<file path="config.mk">
export PLATFORM = sky130hd
export DESIGN_NAME = signed_number_to_digit_scan
export DESIGN_NICKNAME = d
export VERILOG_FILES = /design/src/rtl/sndscan_pkg.sv /design/src/rtl/signed_number_to_digit_scan.sv /design/src/rtl/sndscan_cell.sv /design/src/rtl/sndscan_emit.sv
export SDC_FILE = /design/constraint.sdc
export NUM_CORES = 1
export LEC_CHECK = 0
export BUFFER_PORTS_ARGS = -buffer_cell sky130_fd_sc_hd__buf_2
export CAP_MARGIN = 15
export CORE_MARGIN = 5
export CORE_UTILIZATION = 30
export CTS_BUF_LIST = sky130_fd_sc_hd__clkbuf_2
export CTS_CLUSTER_DIAMETER = 40
export DETAILED_ROUTE_END_ITERATION = 6
export MAX_ROUTING_LAYER = met4
export PLACE_DENSITY = 0.44
export SLEW_MARGIN = 40
export SYNTH_ARGS = -nofsm -noshare
export SYNTH_HDL_FRONTEND = slang
export SYNTH_SLANG_ARGS = --single-unit
</file>
<file path="constraint.sdc">
create_clock -name clock -period 15.83 [get_ports clock]
set_input_delay 2.3745 -clock clock [delete_from_list [all_inputs] [get_ports clock]]
set_output_delay 2.3745 -clock clock [all_outputs]
set_load 0.02 [all_outputs]
</file>
<file path="src/rtl/sndscan_pkg.sv">
// Package for the signed number to digit scan: field widths, symbol codes,
// the pipeline item type and the shift-and-add-three step used by each cell.
// No dependencies.
`default_nettype none

package sndscan_pkg;

   // Field widths
   localparam int VALUE_W    = 16;
   localparam int MAG_W      = 14;   // magnitudes up to 9999
   localparam int NUM_DIGITS = 4;
   localparam int BCD_W      = 4 * NUM_DIGITS;
   localparam int POS_W      = 3;
   localparam int SYM_W      = 4;

   // One cell per magnitude bit
   localparam int STAGES = MAG_W;

   // Range limits of the two displayable classes
   localparam logic signed [VALUE_W-1:0] POS_LIMIT = 16'sd9999;
   localparam logic signed [VALUE_W-1:0] NEG_LIMIT = -16'sd999;

   // Symbol and position codes
   localparam logic [SYM_W-1:0] SYM_DASH  = 4'd10;
   localparam logic [POS_W-1:0] POS_FIRST = 3'd1;
   localparam logic [POS_W-1:0] POS_LAST  = 3'd4;

   typedef enum logic [1:0] {
      KIND_POS  = 2'd0,
      KIND_NEG  = 2'd1,
      KIND_DASH = 2'd2
   } kind_type;

   // One item as it moves along the row of cells
   typedef struct packed {
      logic              valid;
      kind_type          kind;
      logic [BCD_W-1:0]  bcd;
      logic [MAG_W-1:0]  bin;
   } stage_type;

   // Adjust every BCD digit of five or more by three, then shift one binary bit in
   function automatic logic [BCD_W+MAG_W-1:0] dabble_step(
      input logic [BCD_W-1:0] bcd,
      input logic [MAG_W-1:0] bin
   );
      logic [BCD_W-1:0] adj;
      adj = bcd;
      for (int d = 0; d < NUM_DIGITS; d++) begin
         if (bcd[4*d +: 4] >= 4'd5) begin
            adj[4*d +: 4] = bcd[4*d +: 4] + 4'd3;
         end
      end
      return {adj, bin} << 1;
   endfunction

endpackage : sndscan_pkg

`default_nettype wire

</file>
<file path="src/rtl/signed_number_to_digit_scan.sv">
// Top level of the signed number to digit scan: classifies the input, runs
// the magnitude through a row of sndscan_cell and issues results from
// sndscan_emit. Depends on sndscan_pkg.
//
// Use: present a signed 16-bit number on req_value with req_valid; it is
// taken on a clock edge where req_stall is low. Each number produces a run
// of (rsp_position, rsp_symbol) results, rsp_last marking the final one:
// 0..9999 gives its digits rightmost first without leading zeros, -998..-1
// gives its magnitude digits then a minus sign to their left, anything else
// gives four dashes at positions 1 to 4. Symbol 10 is the dash.
// The row has one cell per magnitude bit (14); an item passes through every
// cell and is registered into the sequencer before its first result shows.
// Throughput: numbers enter back to back while req_stall is low; the sequencer
// issues one result a cycle unless rsp_stall holds it, and an item gives 1 to 4
// results. The whole row moves together and halts while its last cell holds an
// item and the sequencer is still busy with an earlier run.
// Reset clears every valid flag; no result is pending afterwards.
// While rsp_stall is high the current result holds; req_stall rises whenever
// the last cell holds an item that the sequencer cannot take yet.
`default_nettype none

module signed_number_to_digit_scan
   import sndscan_pkg::*;
(
   input  logic                      clock,
   input  logic                      reset,
   input  logic                      req_valid,
   output logic                      req_stall,
   input  logic signed [VALUE_W-1:0] req_value,
   output logic                      rsp_valid,
   input  logic                      rsp_stall,
   output logic [POS_W-1:0]          rsp_position,
   output logic [SYM_W-1:0]          rsp_symbol,
   output logic                      rsp_last
);

   stage_type        chain [0:STAGES];
   logic             advance;
   logic             take;
   logic             is_pos;
   logic             is_neg;
   logic [VALUE_W-1:0] neg_value;
   logic [MAG_W-1:0] mag;
   kind_type         kind;

   // Classify the number and form its magnitude
   assign is_pos    = !req_value[VALUE_W-1] && (req_value <= POS_LIMIT);
   assign is_neg    = req_value[VALUE_W-1] && (req_value > NEG_LIMIT);
   assign neg_value = VALUE_W'(0) - VALUE_W'(req_value);

   always_comb begin
      if (is_pos) begin
         kind = KIND_POS;
         mag  = req_value[MAG_W-1:0];
      end else if (is_neg) begin
         kind = KIND_NEG;
         mag  = neg_value[MAG_W-1:0];
      end else begin
         kind = KIND_DASH;
         mag  = '0;
      end
   end

   always_comb begin
      chain[0].valid = req_valid;
      chain[0].kind  = kind;
      chain[0].bcd   = '0;
      chain[0].bin   = mag;
   end

   // Move the row unless its end holds an item the sequencer cannot take
   assign advance   = !chain[STAGES].valid || take;
   assign req_stall = !advance;

   // Row of conversion cells
   for (genvar i = 0; i < STAGES; i++) begin : g_cell
      sndscan_cell u_cell (
         .clock    (clock),
         .reset    (reset),
         .advance  (advance),
         .in_stage (chain[i]),
         .out_stage(chain[i+1])
      );
   end

   sndscan_emit u_emit (
      .clock       (clock),
      .reset       (reset),
      .tail        (chain[STAGES]),
      .take        (take),
      .rsp_valid   (rsp_valid),
      .rsp_stall   (rsp_stall),
      .rsp_position(rsp_position),
      .rsp_symbol  (rsp_symbol),
      .rsp_last    (rsp_last)
   );

`ifndef SYNTHESIS
   // An accepted item occupies the first cell on the next cycle
   a_enter: assert property (@(posedge clock) disable iff (reset)
      (req_valid && !req_stall) |=> chain[1].valid)
      else $error("accepted item did not enter the cell row");

   // Positions shown stay on the display
   a_position: assert property (@(posedge clock) disable iff (reset)
      rsp_valid |-> (rsp_position >= POS_FIRST && rsp_position <= POS_LAST))
      else $error("result position out of range");

   // Symbols are digits or the dash
   a_symbol: assert property (@(posedge clock) disable iff (reset)
      rsp_valid |-> (rsp_symbol <= SYM_DASH))
      else $error("result symbol out of range");

   // The row only halts when its end waits on a busy sequencer
   a_halt: assert property (@(posedge clock) disable iff (reset)
      req_stall |-> (chain[STAGES].valid && rsp_valid))
      else $error("cell row halted without cause");
`endif

endmodule : signed_number_to_digit_scan

`default_nettype wire

</file>
<file path="src/rtl/sndscan_cell.sv">
// One cell of the binary to BCD row: performs a single shift-and-add-three
// step and hands the item on to its neighbour. Depends on sndscan_pkg.
`default_nettype none

module sndscan_cell
   import sndscan_pkg::*;
(
   input  logic      clock,
   input  logic      reset,
   input  logic      advance,
   input  stage_type in_stage,
   output stage_type out_stage
);

   stage_type stage_ff;
   stage_type stage_in;
   logic [BCD_W+MAG_W-1:0] step;

   // Work one bit of the conversion
   assign step = dabble_step(in_stage.bcd, in_stage.bin);

   always_comb begin
      stage_in.valid = in_stage.valid;
      stage_in.kind  = in_stage.kind;
      stage_in.bcd   = step[BCD_W+MAG_W-1:MAG_W];
      stage_in.bin   = step[MAG_W-1:0];
   end

   // Clear the valid flag under reset, advance the payload with the row
   always_ff @(posedge clock) begin
      if (reset) begin
         stage_ff.valid <= 1'b0;
      end else if (advance) begin
         stage_ff.valid <= stage_in.valid;
      end
      if (advance) begin
         stage_ff.kind <= stage_in.kind;
         stage_ff.bcd  <= stage_in.bcd;
         stage_ff.bin  <= stage_in.bin;
      end
   end

   assign out_stage = stage_ff;

endmodule : sndscan_cell

`default_nettype wire

</file>
<file path="src/rtl/sndscan_emit.sv">
// Result sequencer, depends on sndscan_pkg: takes a converted item from the
// cell row end, issues its position and symbol results one per unstalled cycle.
`default_nettype none

module sndscan_emit
   import sndscan_pkg::*;
(
   input  logic             clock,
   input  logic             reset,
   input  stage_type        tail,
   output logic             take,
   output logic             rsp_valid,
   input  logic             rsp_stall,
   output logic [POS_W-1:0] rsp_position,
   output logic [SYM_W-1:0] rsp_symbol,
   output logic             rsp_last
);

   logic             busy_ff, busy_in;
   kind_type         kind_ff, kind_in;
   logic [BCD_W-1:0] bcd_ff, bcd_in;
   logic [POS_W-1:0] pos_ff, pos_in;
   logic [POS_W-1:0] stop_ff, stop_in;
   logic             sign_ff, sign_in;

   logic             fire;
   logic [SYM_W-1:0] nibble;
   logic [SYM_W-1:0] sym_c;
   logic             last_c;
   logic [POS_W-1:0] stop_new;

   assign fire = busy_ff && !rsp_stall;
   assign take = tail.valid && (!busy_ff || (fire && last_c));

   // Pick the digit shown at the current position
   always_comb begin
      unique case (pos_ff)
         3'd1:    nibble = bcd_ff[15:12];
         3'd2:    nibble = bcd_ff[11:8];
         3'd3:    nibble = bcd_ff[7:4];
         default: nibble = bcd_ff[3:0];
      endcase
   end

   // Decode symbol and end of run from the held item
   always_comb begin
      unique case (kind_ff)
         KIND_POS: begin
            sym_c  = nibble;
            last_c = (pos_ff == stop_ff);
         end
         KIND_NEG: begin
            sym_c  = sign_ff ? SYM_DASH : nibble;
            last_c = sign_ff;
         end
         default: begin
            sym_c  = SYM_DASH;
            last_c = (pos_ff == POS_LAST);
         end
      endcase
   end

   // Leftmost digit position: drop leading zeros, keep a lone zero
   always_comb begin
      if (tail.bcd[15:12] != 4'd0) begin
         stop_new = 3'd1;
      end else if (tail.bcd[11:8] != 4'd0) begin
         stop_new = 3'd2;
      end else if (tail.bcd[7:4] != 4'd0) begin
         stop_new = 3'd3;
      end else begin
         stop_new = POS_LAST;
      end
   end

   // Step through the run; load the next item when idle or as the last result leaves
   always_comb begin
      busy_in = busy_ff;
      kind_in = kind_ff;
      bcd_in  = bcd_ff;
      pos_in  = pos_ff;
      stop_in = stop_ff;
      sign_in = sign_ff;
      if (fire) begin
         if (last_c) begin
            busy_in = 1'b0;
         end else begin
            unique case (kind_ff)
               KIND_NEG: begin
                  if (pos_ff == stop_ff) begin
                     sign_in = 1'b1;
                     pos_in  = stop_ff - 3'd1;
                  end else begin
                     pos_in = pos_ff - 3'd1;
                  end
               end
               KIND_POS: begin
                  pos_in = pos_ff - 3'd1;
               end
               default: begin
                  pos_in = pos_ff + 3'd1;
               end
            endcase
         end
      end
      if (take) begin
         busy_in = 1'b1;
         kind_in = tail.kind;
         bcd_in  = tail.bcd;
         sign_in = 1'b0;
         stop_in = stop_new;
         pos_in  = (tail.kind == KIND_POS || tail.kind == KIND_NEG) ? POS_LAST : POS_FIRST;
      end
   end

   always_ff @(posedge clock) begin
      if (reset) begin
         busy_ff <= 1'b0;
      end else begin
         busy_ff <= busy_in;
      end
   end

   always_ff @(posedge clock) begin
      kind_ff <= kind_in;
      bcd_ff  <= bcd_in;
      pos_ff  <= pos_in;
      stop_ff <= stop_in;
      sign_ff <= sign_in;
   end

   assign rsp_valid    = busy_ff;
   assign rsp_position = pos_ff;
   assign rsp_symbol   = sym_c;
   assign rsp_last     = last_c;

endmodule : sndscan_emit

`default_nettype wire

</file>
==> flow_results.org, run 1 <==
** Synthesis
- Share of the synthesized area in the top cell type :: roughly two thirds
- Sequential elements use 70.4% of the synthesized area.
- For this run, asynchronously set or reset flops after synthesis account for 0%.
- Simple-gate share of the synthesized area :: a little under a tenth
- For this run, the leading register cell type out of synthesis is sky130_fd_sc_hd__edfxtp_1.
- After synthesis, the largest family of logic cells by area is simple AND/OR/NAND/NOR gates.
- sky130_fd_sc_hd__edfxtp_1 takes more of the synthesized area than any other cell.
- Cell with the most instances after synthesis :: sky130_fd_sc_hd__edfxtp_1
- Compound-gate portion of the synthesized area :: about 6.3%
- In this run, synthesis inferred 271 flip-flops with an integrated enable.
- Count of cell types in the netlist :: 46
- In this run, synthesis produced a sequential element count of 287.
- Total of warnings raised by yosys :: 0
- Measured against the total synthesized area, the mux share comes to between 2 and 3%.
- After synthesis the cells add up to 12000 µm².
- Adder-cell share of the synthesized area :: 6.66%
- A synthesized cell averages between 10 and 15 µm².
- Number of standard cells after synthesis :: about 860
- List of most frequent post-synthesis cells :: sky130_fd_sc_hd__edfxtp_1 (271), sky130_fd_sc_hd__nand2_1 (102), sky130_fd_sc_hd__ha_1 (64), sky130_fd_sc_hd__inv_1 (64), sky130_fd_sc_hd__nor2_1 (60)
- Xor and xnor fraction of the mapped netlist area :: 2.26%
- Syn Nets :: between 900 and 1000
- Sorting the synthesized cells by area gives the leading types as sky130_fd_sc_hd__edfxtp_1 (68%), sky130_fd_sc_hd__ha_1 (6.7%), sky130_fd_sc_hd__nand2_1 (3.2%).

** STA
- For the final routed database, the setup TNS stands at 0 ps.
- Slew margin rel. :: 48.6%
- Final setup violation count :: 0
- Setup repair after global routing left no endpoint under its margin.
- Time the final worst path needs with I/O delays and setup :: approximately 5600 ps
- Max-slew violation count :: 0
- Final period utilization :: between 30 and 40%
- Final clock skew :: 66.2 ps
- Slew of the pin with the lowest slew margin :: 771 ps
- The count of endpoints failing hold in the final timing report was 0.
- Maximum operating frequency :: approximately 180 MHz

** Final layout
- From synthesis to final layout, the design area changed by 13.2%.
- Once layout is done, the placed cells without fillers occupy between 10000 and 15000 µm².
- Share of final-layout standard cells stronger than drive strength 1 :: 16.2%
- For this run, the post-layout net count is between 1000 and 1500.

** Clock network
- Clock tree synthesis found a total of approximately 290 sinks.
- Once the clock tree was built, the resizer swapped 0 gates to a different size.
- Number of CTS-inserted buffers :: just under 80
- TritonCTS clock tree :: built
- Clock tree root driver cell :: sky130_fd_sc_hd__clkbuf_2
- The number of hold buffers added after CTS was 0.
- Clk_lat worst skew :: roughly 840 ps
- The longest clock path from root to sink contains 3 buffers.
- Once the clock tree was built, the setup fixing pass inserted 0 buffers.
- After clock tree synthesis, the clock-pin slew on the worst setup and hold paths is roughly 90 ps.
- H-tree levels :: 3

** Setup path
- CP Data Arrival Time :: approximately 3200 ps
- The critical path is of the primary input to primary output type.
- Critical Path Source Type :: primary input
- Critical Path Fanout Max :: 16
- Critical Path End Type :: primary output
- Worst Path Required :: between 10000 and 15000 ps

** Floorplanning
- Die Height :: around 210 µm
- Number of I/O pins :: 30
- Initial standard-cell utilization of the core :: between 30% and 40%
- Total core area :: 39700 µm²
- Die Footprint :: 44200 µm²
- The floorplan has 73 rows.
- In this run the horizontal extent of the chip is approximately 210 µm.

** Placement
- In this run the tool buffered the top-level ports with 29 buffer cells.
- The HPWL after detailed placement is ~9.5 mm.
- Post-place instance area :: 12800 µm²
- Routability-driven placement finished with a final weighted congestion of between 0.7 and 0.8.

** Detailed routing
- Length of the first detailed-routing pass in iterations :: 4
- After detailed routing, the number of remaining DRC violations is 0.
- Starting DRT DRC Count :: ~270
- For this block, the via count after detailed routing is ~6500.
- Vias per Instance :: ~4.2
- Wire per inst :: approximately 10 µm
- In this run the remaining antenna-violating nets after routing total 0.
- The final layout contains routed wiring with a total length of 16.0 mm.

** GRT
- The initial antenna violation count was 1.
- Largest net degree at the start of global routing :: 99
- Global route total overflow :: 0
- Overall routing resource usage :: about 7.8%
- The first global-routing pass estimated between 20 and 30 mm of wire.
- The via count of the first global-routing pass was between 6000 and 7000.

** Pwr
- The worst-case IR drop observed on VDD is approximately 0.047 mV.
- Summed over all cells, the static leakage comes to 5.68 nW.
- Dividing total power by cell area gives a power density of 135 nW/µm².

** Run status
- Outcome :: finished, final reports clean

** Hold path
- HP Class :: flip-flop to flip-flop

** Job
- MaxCap Viol Count :: 0
[where the power goes]
| part | total (mW) | switching [mW] | internal (mW) | leakage (nW) |
|---|---|---|---|---|
| Sequential | 1.02 | 0.0602 | 0.959 | 3.25 |
| Combinational | 0.268 | 0.140 | 0.128 | 1.87 |
| Clock | 0.554 | 0.285 | 0.270 | 0.555 |
| Total | 1.84 | 0.485 | 1.36 | 5.68 |
[per-layer routing]
metal,routed length [µm],track usage (%),vias to the layer above
met5,0,-,-
met4,562,4.14,0
met3,999,3.05,56
met2,7530,12.6,117
met1,6920,8.26,2989
li1,-,-,3330
[area by class of cell]
class                      instances  area [µm²]
fill                            3956       26100
sequential                       287        8460
multi-input combinational        498        3290
tap                              525         657
clock buffer                     115         576
inverter                          64         248
timing repair buffer              34         199
clock inverter                    10         173
antenna                            2        5.00
[kinds of logic after synthesis]
logic type | Yosys count
adder cells (fa/ha/maj) | 64
AO/OA/AOI/OAI | 126
buffers and inverters | 70
flip-flops | 287
XOR/XNOR | 31
AND/OR/NAND/NOR | 241
multiplexers | 36
[per-stage QoR]
stage / instances / utilization (%) / setup slack (ps) / total power, mW / hold WS (ps)
after floorplan: 855 / - / 7510 / 1.25 / 400
after global placement: 1407 / 32.3 / 9990 / 1.31 / 401
after detailed placement: 1407 / 32.3 / 10230 / 1.31 / 405
after CTS: 1532 / 34.2 / 10230 / 1.89 / 364
after global routing: 1535 / 34.2 / 10160 / 2.00 / 366
final: 1535 / 34.2 / 10230 / 1.84 / 378
[sequential cells by signal, summed over array words and instances (netlist names)]
register,cells
u_emit.kind_ff,2
u_emit.stop_ff,3
u_emit.bcd_ff,16
u_emit.rsp_position,3
u_emit.rsp_valid,1
u_emit.sign_ff,1
g_cell.u_cell.out_stage,261
[layout by cell type, fill, tap and decap left out, drive strengths merged, types with 3 or more instances in the layout]
cell type	count
a21o	3
a21oi	37
a22o	4
a22oi	3
and2	4
buf	34
bufinv	5
clkbuf	115
clkinv	4
dfxtp	16
edfxtp	271
ha	64
inv	64
mux2i	36
nand2	102
nand2b	45
nor2	61
nor2b	3
nor3	9
nor4	5
o21ai	59
o22a	3
or3	4
xnor2	27
xor2	4
[worst max-delay path: stages]
cell	delay, ps
sky130_fd_sc_hd__buf_2	100
sky130_fd_sc_hd__nor2_1	70
sky130_fd_sc_hd__a21oi_2	150
sky130_fd_sc_hd__buf_4	290
sky130_fd_sc_hd__buf_2	230
[final timing paths]
check	startpoint	to	slack, ps	cells after the start
max reg2reg	u_emit.rsp_position[2]	g_cell[5].u_cell.out_stage[31]	11790	8
min	g_cell[2].u_cell.out_stage[4]	g_cell[3].u_cell.out_stage[5]	380	0
min reg2reg	g_cell[2].u_cell.out_stage[4]	g_cell[3].u_cell.out_stage[5]	380	0
max	rsp_stall	req_stall	10230	5
No activity file was read; power rests on OpenSTA's default activity.
==> inputs of run 2 (changes only) <==
--- a/config.mk
+++ b/config.mk
@@ -5,6 +5,7 @@
 export SDC_FILE = /design/constraint.sdc
 export NUM_CORES = 1
 export LEC_CHECK = 0
+export ABC_AREA = 1
 export BUFFER_PORTS_ARGS = -buffer_cell sky130_fd_sc_hd__buf_2
 export CAP_MARGIN = 15
 export CORE_MARGIN = 5
@@ -13,7 +14,7 @@
 export CTS_CLUSTER_DIAMETER = 40
 export DETAILED_ROUTE_END_ITERATION = 6
 export MAX_ROUTING_LAYER = met4
-export PLACE_DENSITY = 0.44
+export PLACE_DENSITY = 0.46
 export SLEW_MARGIN = 40
 export SYNTH_ARGS = -nofsm -noshare
 export SYNTH_HDL_FRONTEND = slang
==> constraint.sdc (replaced) <==
create_clock -name clock -period 4.8 [get_ports clock]
set_input_delay 0.72 -clock clock [delete_from_list [all_inputs] [get_ports clock]]
set_output_delay 0.72 -clock clock [all_outputs]
set_load 0.02 [all_outputs]
==> run 2 against run 1 <==
Via count grew 7.9%. Total power increased to 3.2 times the previous value. Die area increased by 1.7%. Critical path depth up 3. Synthesized cell count is 14% higher. Utilization is 0.42 points lower. Count of clock-buffer cells in the layout is 5 lower. Clock power grew to 2.9 times the previous value. Combinational power rose to 3.2 times the previous value. Clock skew fell by 17 ps. Critical path type is now flip-flop to primary output. Largest power group unchanged. Highest routed layer unchanged.
==> flow_results.org, run 2 <==
** Final layout
- Compared with the post-synthesis result, the final layout area differs by 12.1%.
- Share of final-layout standard cells stronger than drive strength 1 :: 16.6%
- Most used cells in the layout excluding fill and tap cells :: sky130_fd_sc_hd__edfxtp_1 (271), sky130_fd_sc_hd__inv_1 (155), sky130_fd_sc_hd__clkbuf_2 (110)
- Most common cell after layout, fill and taps aside :: sky130_fd_sc_hd__edfxtp_1
- Nets@finish :: ~1200
- Number of flip-flops in the largest register :: 261

** STA
- Time the final worst path needs with I/O delays and setup :: 3610 ps
- The max-slew violation count is 0.
- Slew of the pin with the lowest slew margin :: roughly 760 ps
- The count of endpoints failing hold in the final timing report came to 0.
- Setup repair after global routing left no endpoint under its margin.
- Final period utilization :: between 70 and 80%
- Final clock skew :: 49.1 ps
- For this run, the top clock speed supported by timing is 277 MHz.
- Final setup slack of the worst path :: approximately 1200 ps
- Final setup violation count :: 0
- Setup total negative slack :: 0 ps
- Slew margin rel. :: 49.0%

** Synthesis
- Number of flip-flops and latches in the synthesized netlist :: between 200 and 300
- Yosys mapped the design onto 30 distinct sky130hd cell types.
- In the post-synthesis netlist, the cell with the most instances is sky130_fd_sc_hd__edfxtp_1.
- Number of synthesized flops with an enable pin :: roughly 270
- Predominant post-synthesis flop cell :: sky130_fd_sc_hd__edfxtp_1
- The synthesized design spends more area on one cell type than any other, namely sky130_fd_sc_hd__edfxtp_1.
- Summed over its instances, the top area cell type makes up approximately two thirds of the synthesized netlist area.
- The mapped netlist covers 12200 µm².
- Ranked by instance count, the synthesized netlist is headed by sky130_fd_sc_hd__edfxtp_1 (271), sky130_fd_sc_hd__inv_1 (156), sky130_fd_sc_hd__nand2_1 (101).
- Counting every instance in the synthesized netlist gives 977.
- Summing the sequential cell areas from Yosys gives between 60 and 70% of the chip area.
- Top post-synthesis cells by area :: sky130_fd_sc_hd__edfxtp_1 (67%), sky130_fd_sc_hd__ha_1 (6.5%), sky130_fd_sc_hd__inv_1 (4.8%)
- Async SR Flop Fraction :: 0%
- Syn Nets :: ~1100
- Total of warnings raised by yosys :: 0
- Mean Syn Cell Area :: 12.5 µm²

** GRT
- The total overflow left after global routing is 0.
- Entering global routing, the biggest net connects approximately 120 pins.
- The initial antenna violation count came to 1.
- The via count of the first global-routing pass was approximately 7100.
- Most heavily used metal layer in global routing :: met2
- Overall routing resource usage :: under 10%
- For met1 alone, demand over resource in global routing was under 10%.
- Global routing consumed, on the met2 layer, around 14% of the routing resources.
- Met3 global-route usage :: approximately 3.0%
- Global-route wire length before repair :: 29.7 mm

** Detailed routing
- Total detailed-routing wirelength :: 17.2 mm
- Post-route ant nets :: 0
- Length of the first detailed-routing pass in iterations :: 4
- Post-route DRC violation count :: 0
- Starting DRT DRC Count :: 303
- Wire per inst :: 10.3 µm
- Via total after detailed routing :: around 7000
- Vias per Instance :: 4.20

** Floorplanning
- Width of the die :: approximately 210 µm
- 30 I/O pins were placed.
- For this configuration, the core starts out at a cell density of 30.2%.
- Total core area :: 40600 µm²
- Die Height :: ~210 µm
- Die Footprint :: 44900 µm²
- The initialized floorplan defines 74 standard-cell rows.

** Job
- Across the run, the number of max-cap violations was 0.

** Run status
- The run finished with clean final reports.

** Clock network
- Number of buffers added for setup after CTS :: 0
- The clock passes through at most 3 buffers.
- Post-cts repair resize count :: 0
- The clock tree synthesis step divided the H-tree into 3 levels.
- Number of CTS-inserted buffers :: 76
- The root buffer cell chosen for the clock tree is sky130_fd_sc_hd__clkbuf_2.
- The clock reaches the later pin of the worst-skew pair after 810 ps.
- The clock drives ~290 sinks.
- TritonCTS clock tree :: built
- Clock-pin slew was measured on the worst setup and hold paths at 100 ps.

** Setup path
- Critical Path Source Type :: flip-flop
- Critical Path Fanout Max :: 38
- The worst setup path is captured at a primary output.
- CP Data Arrival Time :: 2890 ps
- Number of cells on the worst reg-to-reg path :: 8
- In this run the register-to-register setup slack is about 1900 ps.
- By startpoint and endpoint, the worst setup path is classified as flip-flop to primary output.
- Worst Path Required :: 4080 ps

** Placement
- HPWL after detailed placement :: 10.6 mm
- In this run the tool buffered the top-level ports with 29 buffer cells.
- GPL Wtd Cong :: about 0.8
- OpenSTA, run right after detailed placement, puts the worst setup slack at 1910 ps.

** Pwr
- Largest voltage drop on the vdd net :: 0.156 mV
- Pleak :: between 5 and 6 nW
- Power spread over the standard cell area amounts to 425 nW/µm².
- Total power consumption of the routed design :: between 5 and 6 mW

** Hold path
- Min-Delay Path Depth :: 5
- The worst hold path belongs to the class primary input to flip-flop.
==> run 2: cell types whose count changed after synthesis, moves of 25 or more <==
cell                       previous run  this run
sky130_fd_sc_hd__mux2i_1             36         0
sky130_fd_sc_hd__nand2b_1            45         0
sky130_fd_sc_hd__nor2_1              60        88
sky130_fd_sc_hd__a21oi_1             36        66
sky130_fd_sc_hd__xor2_1               4        35
sky130_fd_sc_hd__inv_1               64       156
sky130_fd_sc_hd__xnor2_1             27         2
==> run 2: layout make-up <==
class / instances / area (µm²)
Tap cell: 532 / 666
Multi-Input combinational cell: 518 / 3120
Fill cell: 4109 / 26800
Sequential cell: 287 / 8460
Timing Repair Buffer: 33 / 190
Clock buffer: 110 / 551
Clock inverter: 23 / 116
Antenna cell: 1 / 2.50
Inverter: 164 / 616
==> run 2: power by group <==
group / leakage [nW] / internal (mW) / switching [mW] / total (mW)
clock: 0.523 / 0.667 / 0.951 / 1.62
combinational: 2.16 / 0.348 / 0.513 / 0.862
sequential: 3.23 / 3.17 / 0.184 / 3.35
total: 5.91 / 4.18 / 1.65 / 5.83
==> run 2: worst max-delay path, stage by stage (launching register included) <==
cell                       delay [ps]
sky130_fd_sc_hd__edfxtp_1         450
sky130_fd_sc_hd__inv_1            120
sky130_fd_sc_hd__ha_1             210
sky130_fd_sc_hd__nand2_1           60
sky130_fd_sc_hd__nand2_1          100
sky130_fd_sc_hd__nand3_4          210
sky130_fd_sc_hd__nand3_4          540
sky130_fd_sc_hd__inv_1            170
sky130_fd_sc_hd__buf_2            180
==> run 2: path summary, 6_finish.rpt <==
kind / startpoint / endpoint
setup / recovery: u_emit.rsp_position[0] / req_stall
hold / removal: req_valid / g_cell[0].u_cell.out_stage[32]
setup reg to reg: u_emit.rsp_position[1] / g_cell[11].u_cell.out_stage[31]
hold reg to reg: g_cell[2].u_cell.out_stage[4] / g_cell[3].u_cell.out_stage[5]
==> run 2: stage by stage <==
stage | util, % | std cells | cell area, µm² | hold slack [ps]
2_1_floorplan | - | 977 | 12200 | 400
3_3_place_gp | 32.2 | 1533 | 13000 | 401
3_5_place_dp | 32.2 | 1533 | 13000 | 405
4_1_cts | 33.8 | 1667 | 13700 | 115
5_1_grt | 33.8 | 1668 | 13700 | 127
6_report | 33.8 | 1668 | 13700 | 261
==> run 2: logic make-up (layout without fill, tap and decap cells) <==
logic type	count (synthesis)	count (layout)	share of synthesized area [%]
xor+xnor	37	37	2.65
simple gates	259	259	9.39
buf+inv	172	330	5.37
compound gates	158	158	6.92
other cells	0	1	0
flops	287	287	69.1
fa+ha+maj	64	64	6.54
==> run 2: repair_timing <==
action	CTS	global route
endpoints found under the hold margin	2	0
setup endpoints to repair	0	0
hold buffers	1	0
==> run 2: layer usage <==
layer  wire length, µm  part of all wire (%)
met1              7190                    42
met2              8570                    50
met3              1000                   5.8
met4               476                   2.8
met5                 0                     0
==> inputs of run 3 (changes only) <==
==> constraint.sdc (replaced) <==
create_clock -name clock -period 3 [get_ports clock]
set_input_delay 0.45 -clock clock [delete_from_list [all_inputs] [get_ports clock]]
set_output_delay 0.45 -clock clock [all_outputs]
set_load 0.02 [all_outputs]
==> run 3 against run 2 <==
Hold slack lost 140 ps. Critical path depth increased by 1. Total power increased by 63%. First-iteration DRC count rose by 5.0%. Sequential power is 60% higher. Highest routed layer unchanged.
==> flow_results.org, run 3 (same netlist as run 2, synthesis figures left out) <==
** Run status
- Outcome :: finished, final reports clean

** Placement
- Instance count after placement with tap cells included :: about 1500
- At the end of routability-driven placement, the weighted congestion stood at about 0.77.
- Once detailed placement completed, the half-perimeter wirelength came to 11.0 mm.
- Port buffering added 29 buffers.

** Clock network
- The clock drives 287 sinks.
- TritonCTS clock tree :: built
- The longest clock path from root to sink contains 3 buffers.
- At the later pin of the worst-skew pair, clock insertion delay measures 840 ps.
- TritonCTS created just under 80 clock buffers.
- The tree is rooted in a sky130_fd_sc_hd__clkbuf_2.
- H-tree levels :: 3
- After clock tree synthesis, the clock-pin slew on the worst setup and hold paths is approximately 90 ps.

** GRT
- Largest net degree at the start of global routing :: between 80 and 90
- Antenna violations before repair :: 1
- Overall routing resource usage :: ~8.6%
- The via count of the first global-routing pass came to ~7300.
- The first global-routing pass estimated between 30 and 40 mm of wire.
- Summed over all layers, the global routing overflow is 0.

** Hold path
- HP Class :: primary input to flip-flop

** Floorplanning
- Measured along the y axis, the die boundary spans about 210 µm.
- The total area inside the core boundary comes to roughly 40000 µm².
- Initial standard-cell utilization of the core :: 30.2%
- From left edge to right edge, the die measures approximately 210 µm.
- In this run the count of I/O pins placed on the die edge is 30.
- Total number of placement rows :: between 70 and 80
- Die Footprint :: 44900 µm²

** Detailed routing
- Highest metal layer with signal wires :: met4
- Post-route DRC violation count :: 0
- In the routed layout, each cell is associated on average with a via count of between 4 and 5.
- Total detailed-routing wirelength :: around 18 mm
- Wire per inst :: ~11 µm
- Routed met3 length :: slightly above 900 µm
- Routed length on met2 :: between 8 and 9 mm
- Summing over every cut layer, the via total after detailed routing is around 7100.
- The detailed router finished its first iteration with between 300 and 400 violations.
- Length of the first detailed-routing pass in iterations :: 4
- Post-route ant nets :: 0
- After detailed routing, the wire length on met1 is roughly 7.5 mm.

** Setup path
- Critical Path End Type :: primary output
- Number of cells on the worst reg-to-reg path :: 8
- Worst R2R End :: g_cell[13].u_cell.out_stage[15]
- The worst register-to-register path begins at u_emit.rsp_position[0].
- Along the worst path, the maximum fanout reaches 4.
- Worst Path Required :: between 2000 and 3000 ps
- Critical path endpoint :: rsp_symbol[1]
- STA classifies the critical path startpoint as a flip-flop.
- CP Data Arrival Time :: 2360 ps
- In this run the worst setup path begins at u_emit.rsp_position[1].
- For flop-to-flop paths, the worst setup slack is ~650 ps.
- The critical path is of the flip-flop to primary output type.

** STA
- Final-report hold violation count :: 0
- Slew of the pin with the lowest slew margin :: slightly above 600 ps
- The worst path needs approximately 2800 ps of the cycle, external delays included.
- Max-slew violation count :: 0
- Final period utilization :: between 90% and 100%
- The worst pin sits at a relative slew slack of 58.2%.
- Final setup violation count :: 0
- Static timing analysis puts the maximum clock frequency at approximately 360 MHz.
- Final clock skew :: 78.9 ps
- RSZ-0062 raised after global routing :: true

** Pwr
- Pleak :: 6.09 nW
- For this design the ratio of total power to cell area is 674 nW/µm².
- Summing internal, switching and leakage power gives 9.49 mW.
- Largest voltage drop on the vdd net :: roughly 0.26 mV

** Job
- MaxCap Viol Count :: 0

** Final layout
- Share of final-layout standard cells stronger than drive strength 1 :: 18.4%
- Final cell utilization of the core :: between 30% and 40%
- Register Area :: roughly 8500 µm²
- Compared with the post-synthesis result, the final layout area differs by 15.1%.
- The register with the most flip-flops in the layout has 261 of them.
- Area of the multi-input gates :: about 3200 µm²
- Post-Layout Cell Count :: 1695
- Most common cell after layout, fill and taps aside :: sky130_fd_sc_hd__edfxtp_1
- In the layout the commonest cells are sky130_fd_sc_hd__edfxtp_1 (271), sky130_fd_sc_hd__inv_1 (155), sky130_fd_sc_hd__clkbuf_2 (119).
- For this run, the post-layout net count is roughly 1200.
- After filler insertion, the fill cell instance count of the layout stands at roughly 4100.
## run 3: worst min path at each step
| stage | startpoint | endpoint | slack [ps] | cells past startpoint |
|---|---|---|---|---|
| 3_5_place_dp | g_cell[9].u_cell.out_stage[13] | g_cell[10].u_cell.out_stage[14] | 400 | 0 |
| 5_1_grt | req_value[5] | g_cell[0].u_cell.out_stage[6] | 30 | 3 |
| 2_1_floorplan | g_cell[9].u_cell.out_stage[10] | g_cell[10].u_cell.out_stage[11] | 400 | 0 |
| 6_report | req_value[5] | g_cell[0].u_cell.out_stage[6] | 120 | 3 |
| 3_3_place_gp | g_cell[3].u_cell.out_stage[9] | g_cell[4].u_cell.out_stage[10] | 400 | 0 |
| 4_1_cts | req_value[5] | g_cell[0].u_cell.out_stage[6] | 0.4 | 3 |
## run 3: timing repair
action                                  CTS  global route
pin swaps                                 3             1
cloned                                    0             0
endpoints found under the setup margin    3             3
resized for setup                         3            10
buffers inserted                          7             2
endpoints found under the hold margin    17             0
hold buffers                             15             0
## run 3: stage by stage
stage	worst slack (ps)	setup TNS (ps)	instance area, µm²	hold slack, ps
2_1_floorplan	281	0	12200	400
3_3_place_gp	638	0	13100	401
3_5_place_dp	613	0	13100	405
4_1_cts	1.10	0	14000	0.407
5_1_grt	-22.1	-22.1	14100	33.5
6_report	188	0	14100	123
## run 3: metal layers
| layer | vias to the layer above | GRT usage [%] |
|---|---|---|
| met5 | - | - |
| met4 | 0 | 4.75 |
| met3 | 59 | 2.74 |
| met2 | 133 | 14.2 |
| met1 | 3286 | 9.19 |
| li1 | 3653 | - |
## run 3: cell type report
| class | instances | area share (%) |
|---|---|---|
| sequential | 287 | 60.1 |
| tap | 532 | 4.73 |
| clock buffer | 119 | 4.23 |
| antenna | 1 | 0.0178 |
| multi-input combinational | 518 | 22.5 |
| inverter | 164 | 4.37 |
| clock inverter | 14 | 0.755 |
| timing repair buffer | 60 | 3.32 |
## run 3: worst max-delay path, cell delays in order, from the launching register on
cell	delay, ps
sky130_fd_sc_hd__edfxtp_1	430
sky130_fd_sc_hd__buf_4	170
sky130_fd_sc_hd__ha_4	140
sky130_fd_sc_hd__inv_1	90
sky130_fd_sc_hd__nor2_4	60
sky130_fd_sc_hd__buf_4	130
sky130_fd_sc_hd__a22o_1	180
sky130_fd_sc_hd__a21oi_1	120
sky130_fd_sc_hd__nand3_1	80
sky130_fd_sc_hd__buf_2	170
## run 3: report_power, final
part	switching, mW	internal, mW
Combinational	0.834	0.572
Sequential	0.295	5.07
Clock	1.51	1.21
Total	2.64	6.85
